`config.mk`:
```
export PLATFORM = sky130hd
export DESIGN_NAME = first_free_slot_allocator_core
export DESIGN_NICKNAME = d
export VERILOG_FILES = /design/src/rtl/ffsa_pkg.sv /design/src/rtl/first_free_slot_allocator_core.sv /design/src/rtl/ffsa_mem.sv /design/src/rtl/ffsa_ctrl.sv
export VERILOG_INCLUDE_DIRS = /design/src /design/src/rtl
export SDC_FILE = /design/constraint.sdc
export NUM_CORES = 2
export LEC_CHECK = 0
export BUFFER_PORTS_ARGS = -buffer_cell sky130_fd_sc_hd__buf_2
export CORE_MARGIN = 2
export CORE_UTILIZATION = 35
export CTS_BUF_LIST = sky130_fd_sc_hd__clkbuf_8
export DETAILED_ROUTE_END_ITERATION = 8
export GPL_ROUTABILITY_DRIVEN = 0
export PLACE_DENSITY_LB_ADDON = 0.12
export SLEW_MARGIN = 20
export SYNTH_ARGS = -nofsm -noshare
export SYNTH_HDL_FRONTEND = slang
export SYNTH_SLANG_ARGS = --single-unit
```
`constraint.sdc`:
```
create_clock -name clk -period 10.6 [get_ports clk]
set_input_delay 1.06 -clock clk [delete_from_list [all_inputs] [get_ports clk]]
set_output_delay 1.06 -clock clk [all_outputs]
set_load 0.01 [all_outputs]
```
`src/rtl/first_free_slot_allocator_core_defines.svh`:
```
// Assertion macros used by the allocator core.
// Each macro expects signals named clk and rst_n in the scope where it is used.
`ifndef FIRST_FREE_SLOT_ALLOCATOR_CORE_DEFINES_SVH
`define FIRST_FREE_SLOT_ALLOCATOR_CORE_DEFINES_SVH

// The consequent must hold in the same cycle as the antecedent.
`define FFSA_ASSERT_SAME(lbl, ante, cons, msg) \
    lbl: assert property (@(posedge clk) disable iff (!rst_n) (ante) |-> (cons)) \
        else $error(msg);

// The consequent must hold in the cycle after the antecedent.
`define FFSA_ASSERT_NEXT(lbl, ante, cons, msg) \
    lbl: assert property (@(posedge clk) disable iff (!rst_n) (ante) |=> (cons)) \
        else $error(msg);

`endif

```
`src/rtl/ffsa_pkg.sv`:
```
package ffsa_pkg;

    localparam int NUM_ROOMS = 1024;
    localparam int ROOM_W    = 11;
    localparam int WORD_W    = 64;
    localparam int BIT_W     = $clog2(WORD_W);
    localparam int DEPTH     = (NUM_ROOMS + WORD_W - 1) / WORD_W;
    localparam int ADDR_W    = (DEPTH > 1) ? $clog2(DEPTH) : 1;
    localparam int SLOT_W    = ADDR_W + BIT_W;

    localparam logic [ROOM_W-1:0] ROOM_COUNT_RESET = ROOM_W'(1024);
    localparam logic [ROOM_W-1:0] ROOM_LIMIT_MAX   = ROOM_W'(NUM_ROOMS);

    localparam logic STATUS_GRANTED = 1'b0;
    localparam logic STATUS_FULL    = 1'b1;

    typedef logic [WORD_W-1:0] word_t;
    typedef logic [ADDR_W-1:0] addr_t;

    typedef struct packed {
        addr_t rd_addr;
        logic  wr_en;
        addr_t wr_addr;
        word_t wr_data;
    } mem_req_t;

    // Binary position of the single set bit of a one-hot word.
    function automatic logic [BIT_W-1:0] onehot_to_bin(input word_t oh);
        logic [BIT_W-1:0] pos;
        pos = '0;
        for (int i = 0; i < WORD_W; i++)
        begin
            if (oh[i])
            begin
                pos = pos | BIT_W'(i);
            end
        end
        return pos;
    endfunction

endpackage

```
`src/rtl/first_free_slot_allocator_core.sv`:
```
// A request outside 1..limit is answered as full without a scan; a valid request is answered once
// its scan of k bitmap words (k from 1 to 16) finds a free slot or reaches the limit word.
// A new request is taken only in the idle state, so one at a time; the scan reads one 64-bit word a
// cycle from the occupancy memory (one read and one write port) and writes the hit word back.
// Reset: every slot free through per-word written flags (no clearing pass), room_count 1024.
`include "first_free_slot_allocator_core_defines.svh"

module first_free_slot_allocator_core (
    input  logic                         clk,
    input  logic                         rst_n,
    input  logic                         cfg_valid,
    output logic                         cfg_ready,
    input  logic [ffsa_pkg::ROOM_W-1:0]  room_count,
    input  logic                         in_valid,
    output logic                         in_ready,
    input  logic [ffsa_pkg::ROOM_W-1:0]  requested_room,
    output logic                         out_valid,
    input  logic                         out_ready,
    output logic [ffsa_pkg::ROOM_W-1:0]  granted_room,
    output logic                         status
);
    import ffsa_pkg::*;

    mem_req_t mem_req;
    word_t    mem_rd_data;

    assign cfg_ready = 1'b1;

    ffsa_ctrl u_ctrl (
        .clk            (clk),
        .rst_n          (rst_n),
        .cfg_valid      (cfg_valid),
        .cfg_room_count (room_count),
        .in_valid       (in_valid),
        .in_ready       (in_ready),
        .requested_room (requested_room),
        .out_valid      (out_valid),
        .out_ready      (out_ready),
        .granted_room   (granted_room),
        .status         (status),
        .mem_req        (mem_req),
        .mem_rd_data    (mem_rd_data)
    );

    ffsa_mem u_mem (
        .clk     (clk),
        .rst_n   (rst_n),
        .req     (mem_req),
        .rd_data (mem_rd_data)
    );

    // A write-back must never meet a read of the same word in one cycle.
    `FFSA_ASSERT_SAME(a_no_rw_clash, mem_req.wr_en, mem_req.rd_addr != mem_req.wr_addr, "read and write-back hit the same word")
    `FFSA_ASSERT_SAME(a_full_is_zero, out_valid && (status == STATUS_FULL), granted_room == '0, "full result carries a slot number")
    `FFSA_ASSERT_SAME(a_grant_nonzero, out_valid && (status == STATUS_GRANTED), granted_room != '0, "granted result carries slot zero")
    `FFSA_ASSERT_NEXT(a_one_at_a_time, in_valid && in_ready, !in_ready, "second request taken while a scan is running")

endmodule

```
`src/rtl/ffsa_mem.sv`:
```
module ffsa_mem (
    input  logic              clk,
    input  logic              rst_n,
    input  ffsa_pkg::mem_req_t req,
    output ffsa_pkg::word_t   rd_data
);
    import ffsa_pkg::*;

    word_t mem [DEPTH];
    logic [DEPTH-1:0] written_reg;
    logic [DEPTH-1:0] written_next;
    word_t rd_word_reg;
    logic  rd_written_reg;

    // A word never written since reset reads as all free.
    always_comb
    begin
        written_next = written_reg;
        if (req.wr_en)
        begin
            written_next[req.wr_addr] = 1'b1;
        end
    end

    always_ff @(posedge clk or negedge rst_n)
    begin
        if (!rst_n)
        begin
            written_reg    <= '0;
            rd_written_reg <= 1'b0;
        end
        else
        begin
            written_reg    <= written_next;
            rd_written_reg <= written_reg[req.rd_addr];
        end
    end

    always_ff @(posedge clk)
    begin
        if (req.wr_en)
        begin
            mem[req.wr_addr] <= req.wr_data;
        end
        rd_word_reg <= mem[req.rd_addr];
    end

    assign rd_data = rd_word_reg & {WORD_W{rd_written_reg}};

endmodule

```
`src/rtl/ffsa_ctrl.sv`:
```
module ffsa_ctrl (
    input  logic                         clk,
    input  logic                         rst_n,
    input  logic                         cfg_valid,
    input  logic [ffsa_pkg::ROOM_W-1:0]  cfg_room_count,
    input  logic                         in_valid,
    output logic                         in_ready,
    input  logic [ffsa_pkg::ROOM_W-1:0]  requested_room,
    output logic                         out_valid,
    input  logic                         out_ready,
    output logic [ffsa_pkg::ROOM_W-1:0]  granted_room,
    output logic                         status,
    output ffsa_pkg::mem_req_t           mem_req,
    input  ffsa_pkg::word_t              mem_rd_data
);
    import ffsa_pkg::*;

    typedef enum logic [2:0] {
        S_IDLE  = 3'b001,
        S_CHECK = 3'b010,
        S_DONE  = 3'b100
    } state_t;

    state_t state_reg, state_next;
    addr_t  scan_reg, scan_next;
    addr_t  last_reg, last_next;
    word_t  lo_mask_reg, lo_mask_next;
    word_t  hi_mask_reg, hi_mask_next;
    logic [ROOM_W-1:0] res_room_reg, res_room_next;
    logic              res_status_reg, res_status_next;
    logic              out_valid_reg, out_valid_next;
    logic [ROOM_W-1:0] out_room_reg, out_room_next;
    logic              out_status_reg, out_status_next;
    logic [ROOM_W-1:0] room_count_reg, room_count_next;

    logic [ROOM_W-1:0] limit;
    logic [ROOM_W-1:0] req_m1;
    logic [ROOM_W-1:0] lim_m1;
    logic              req_bad;
    word_t             free_bits;
    word_t             first_free;
    logic              hit;
    logic [BIT_W-1:0]  hit_pos;
    logic [ROOM_W-1:0] hit_room;
    logic              slot_free;

    always_comb
    begin
        limit   = (room_count_reg > ROOM_LIMIT_MAX) ? ROOM_LIMIT_MAX : room_count_reg;
        req_bad = (requested_room == '0) || (requested_room > limit);
        req_m1  = requested_room - ROOM_W'(1);
        lim_m1  = limit - ROOM_W'(1);

        free_bits = ~mem_rd_data & lo_mask_reg
                    & ((scan_reg == last_reg) ? hi_mask_reg : {WORD_W{1'b1}});
        hit        = |free_bits;
        first_free = free_bits & (~free_bits + word_t'(1));
        hit_pos    = onehot_to_bin(first_free);
        hit_room   = ROOM_W'({scan_reg, hit_pos}) + ROOM_W'(1);
        slot_free  = !out_valid_reg || out_ready;
    end

    always_comb
    begin
        state_next      = state_reg;
        scan_next       = scan_reg;
        last_next       = last_reg;
        lo_mask_next    = lo_mask_reg;
        hi_mask_next    = hi_mask_reg;
        res_room_next   = res_room_reg;
        res_status_next = res_status_reg;
        out_valid_next  = out_valid_reg && !out_ready;
        out_room_next   = out_room_reg;
        out_status_next = out_status_reg;
        room_count_next = cfg_valid ? cfg_room_count : room_count_reg;

        mem_req.rd_addr = req_m1[SLOT_W-1:BIT_W];
        mem_req.wr_en   = 1'b0;
        mem_req.wr_addr = scan_reg;
        mem_req.wr_data = mem_rd_data | first_free;

        unique case (state_reg)
            S_IDLE:
            begin
                if (in_valid)
                begin
                    if (req_bad)
                    begin
                        res_room_next   = '0;
                        res_status_next = STATUS_FULL;
                        state_next      = S_DONE;
                    end
                    else
                    begin
                        scan_next    = req_m1[SLOT_W-1:BIT_W];
                        last_next    = lim_m1[SLOT_W-1:BIT_W];
                        lo_mask_next = {WORD_W{1'b1}} << req_m1[BIT_W-1:0];
                        hi_mask_next = {WORD_W{1'b1}}
                                       >> (BIT_W'(WORD_W - 1) - lim_m1[BIT_W-1:0]);
                        state_next   = S_CHECK;
                    end
                end
            end
            S_CHECK:
            begin
                // The next word is fetched while this one is examined.
                mem_req.rd_addr = scan_reg + addr_t'(1);
                if (hit || (scan_reg == last_reg))
                begin
                    mem_req.wr_en   = hit;
                    res_room_next   = hit ? hit_room : '0;
                    res_status_next = hit ? STATUS_GRANTED : STATUS_FULL;
                    if (slot_free)
                    begin
                        out_valid_next  = 1'b1;
                        out_room_next   = res_room_next;
                        out_status_next = res_status_next;
                        state_next      = S_IDLE;
                    end
                    else
                    begin
                        state_next = S_DONE;
                    end
                end
                else
                begin
                    scan_next    = scan_reg + addr_t'(1);
                    lo_mask_next = {WORD_W{1'b1}};
                end
            end
            S_DONE:
            begin
                if (slot_free)
                begin
                    out_valid_next  = 1'b1;
                    out_room_next   = res_room_reg;
                    out_status_next = res_status_reg;
                    state_next      = S_IDLE;
                end
            end
            default:
            begin
                state_next = S_IDLE;
            end
        endcase
    end

    always_ff @(posedge clk or negedge rst_n)
    begin
        if (!rst_n)
        begin
            state_reg      <= S_IDLE;
            out_valid_reg  <= 1'b0;
            room_count_reg <= ROOM_COUNT_RESET;
        end
        else
        begin
            state_reg      <= state_next;
            out_valid_reg  <= out_valid_next;
            room_count_reg <= room_count_next;
        end
    end

    always_ff @(posedge clk)
    begin
        scan_reg       <= scan_next;
        last_reg       <= last_next;
        lo_mask_reg    <= lo_mask_next;
        hi_mask_reg    <= hi_mask_next;
        res_room_reg   <= res_room_next;
        res_status_reg <= res_status_next;
        out_room_reg   <= out_room_next;
        out_status_reg <= out_status_next;
    end

    assign in_ready     = (state_reg == S_IDLE);
    assign out_valid    = out_valid_reg;
    assign granted_room = out_room_reg;
    assign status       = out_status_reg;

endmodule

```
==> metrics.cfg <==
[outcome]
status=finished clean

[place]
pre_cts_ws_ns=4.41
dp.final_hpwl_um=84200
io_buffers=40

[route]
vias=28900
viasPerCell=5.42
drtAntennaViolNets=0
first_pass_iters=8
drt_first_iter_violations=2514
wire_per_inst_um=26.8
routed_wl_um=142000
post-route-drc-count=0

[power]
cellPowerDensity_mw_per_mm2=220
power.share.clock=0.324
p_int_mw=9.26
p_leak_nw=19.7
power_frac_seq=0.496
p_sw_frac=0.292
p_comb_frac=0.180
p_switching_mw=3.81
ir_drop_mv=0.113

[synth]
yosysMostFrequentCell=edfxtp_1
synth_top_cell_area_share=0.677
syn_inst=3008
yosysSeqAreaShare=0.717
synthFlopType=edfxtp_1
synth_cell_type_count=95
async_reset_ff_frac=0.0250
synthTopCellsByCount=edfxtp_1, mux4_2, nand2_1
yosysTopAreaCell=edfxtp_1
yosys-top-cells-area=edfxtp_1, mux4_2, dfxtp_1, nand2_1, dfrtp_1
ys_warn_count=0
synth_edf_count=1182
ys_seq_elements=1278
syn_nets=3059
syn_area_mm2=0.0524
synth_area_per_cell_um2=17.4

[clocking]
cts_tree=done
numCtsBuffers=210
worstSkewPairLatency_ns=0.91
clk_path_buf_depth=3
path_clk_slew_ns=0.06
clockRootBuffer=clkbuf_8
htree_num_levels=4
cts_setup_buffers=0
cts_resized=0
cts.sinks=1278
cts-hold-fix-buffers=0

[die]
io_pins=42
die_w_um=391
row_count=142
core_area_mm2=0.149
initial_utilization=0.351
die_area_mm2=0.153
fp.dieH_um=391

[setup_path]
critPathKind=register to register
rr_startpoint=u_mem.rd_written_reg
r2r_end=u_ctrl.res_room_reg[10]
r2r_cells=15
required_ns=11.24
critPathMaxFanout=66
crit_path_end_kind=register
r2r_slack_ns=4.31
crit_start=u_mem.rd_written_reg
worstPathArrival_ns=6.93
critPathLaunchType=register

[final_layout]
fill_cells=13600
area_growth_pct=13.4
drive_above_1_share=0.227
largest_register_ffs=1024
multi_input_comb_area_mm2=0.0142
layout.nets=3243
regArea_mm2=0.0376

[sta]
fin_skew_ns=0.0411
hold_viol=0
maxSlewViolCount=0
slew-limit-headroom=0.204
fin_crit_ns=6.29
rsz0062_at_grt=no
fin_setup_tns_ns=0
setup_ws_ns=4.31
worst_pin_slew_ns=1.18
fin_crit_sh=0.593
setup_viol=0
fmax_mhz=159

[min_path]
hp-class=input pin to asynchronous set/reset pin

[global_route]
grt_max_degree=121
antenna_found_initial=4
track_usage=0.187
grt_pass1_vias=30000
grt_pass1_wl_um=208000
overflow=0

[flow_run]
max-cap-violations=0

worst max-delay path: stages, from the launching register on:
cell,delay (ns)
dfrtp_4,0.86
buf_4,0.58
a21boi_0,0.31
nor4_1,0.46
o2111ai_1,0.18
nor4_2,0.45
nand2_1,0.21
nor3_4,0.60
nand3_1,0.30
nor3_2,0.31
nor2_1,0.29
nand2_1,0.23
nor2_4,0.05
buf_4,0.29
buf_4,0.47
and4_1,0.33
worst max path at each step:
stage               slack (ns)                 endpoint
floorplan                 3.28          u_mem.mem[0][0]
global route              3.79  u_ctrl.res_room_reg[10]
finish                    4.31  u_ctrl.res_room_reg[10]
CTS                       4.38  u_ctrl.res_room_reg[10]
global placement          4.53  u_ctrl.granted_room[10]
detailed placement        4.41  u_ctrl.res_room_reg[10]
cell families (layout without fill, tap and decap cells):
logic type,after synthesis,after routing,share of synthesized area
flip-flops,1278,1278,0.717
XOR/XNOR,25,25,0.00446
AO/OA/AOI/OAI,527,527,0.0675
buffers and inverters,195,563,0.0165
AND/OR/NAND/NOR,620,620,0.0619
multiplexers,338,338,0.127
other,1,3,0.0000716
adder cells (fa/ha/maj),24,24,0.00573
per-stage QoR:
stage	util	power, mW	cell area, µm²	cells	hold WS [ns]
6_report	0.398	13.1	59400	5322	0.274
3_3_place_gp	0.370	8.91	55200	4924	0.442
3_5_place_dp	0.370	8.96	55200	4924	0.448
2_1_floorplan	-	8.00	52400	3008	0.428
5_1_grt	0.398	13.7	59400	5322	0.258
4_1_cts	0.398	13.2	59400	5320	0.189
power groups by stage:
stage,clock [mW],sequential (mW),combinational [mW]
global route,4.58,6.50,2.58
CTS,4.38,6.48,2.39
finish,4.24,6.48,2.36
detailed placement,0,6.58,2.38
global placement,0,6.58,2.33
floorplan,0,6.43,1.57
cell usage in the layout, fill, tap and decap left out, types with 16 or more instances in the layout:
cell | netlist | final
nand2b_1 | 39 | 39
mux2i_1 | 67 | 66
edfxtp_1 | 1182 | 1182
a211oi_1 | 74 | 74
nor3_1 | 26 | 22
buf_4 | 6 | 76
nor2_1 | 104 | 100
clkbuf_8 | 0 | 246
mux4_2 | 260 | 260
xnor2_1 | 16 | 16
nand4_1 | 17 | 17
ha_1 | 24 | 24
inv_1 | 45 | 136
a21oi_1 | 126 | 124
nor2b_1 | 74 | 74
nand2_1 | 208 | 208
clkinv_1 | 0 | 29
o21ai_0 | 119 | 111
dfxtp_1 | 64 | 64
o211ai_1 | 21 | 21
nand3_1 | 32 | 32
a21boi_0 | 25 | 25
o21a_1 | 17 | 17
buf_2 | 27 | 40
dfrtp_1 | 30 | 29
cell type report:
type / count / share of cell area
Clock buffer: 246 / 0.0570
Tap cell: 1944 / 0.0409
Inverter: 45 / 0.00284
Timing Repair Buffer: 122 / 0.0150
Clock inverter: 150 / 0.0133
Multi-Input combinational cell: 1535 / 0.238
Antenna cell: 2 / 0.0000842
Sequential cell: 1278 / 0.633
metal layers:
metal,wire length (µm),vias up,track usage
li1,-,12500,-
met5,27,-,0
met4,3240,4,0.0521
met3,7010,240,0.0323
met1,63100,15200,0.255
met2,69100,913,0.307
No activity file was read; power rests on OpenSTA's default activity.
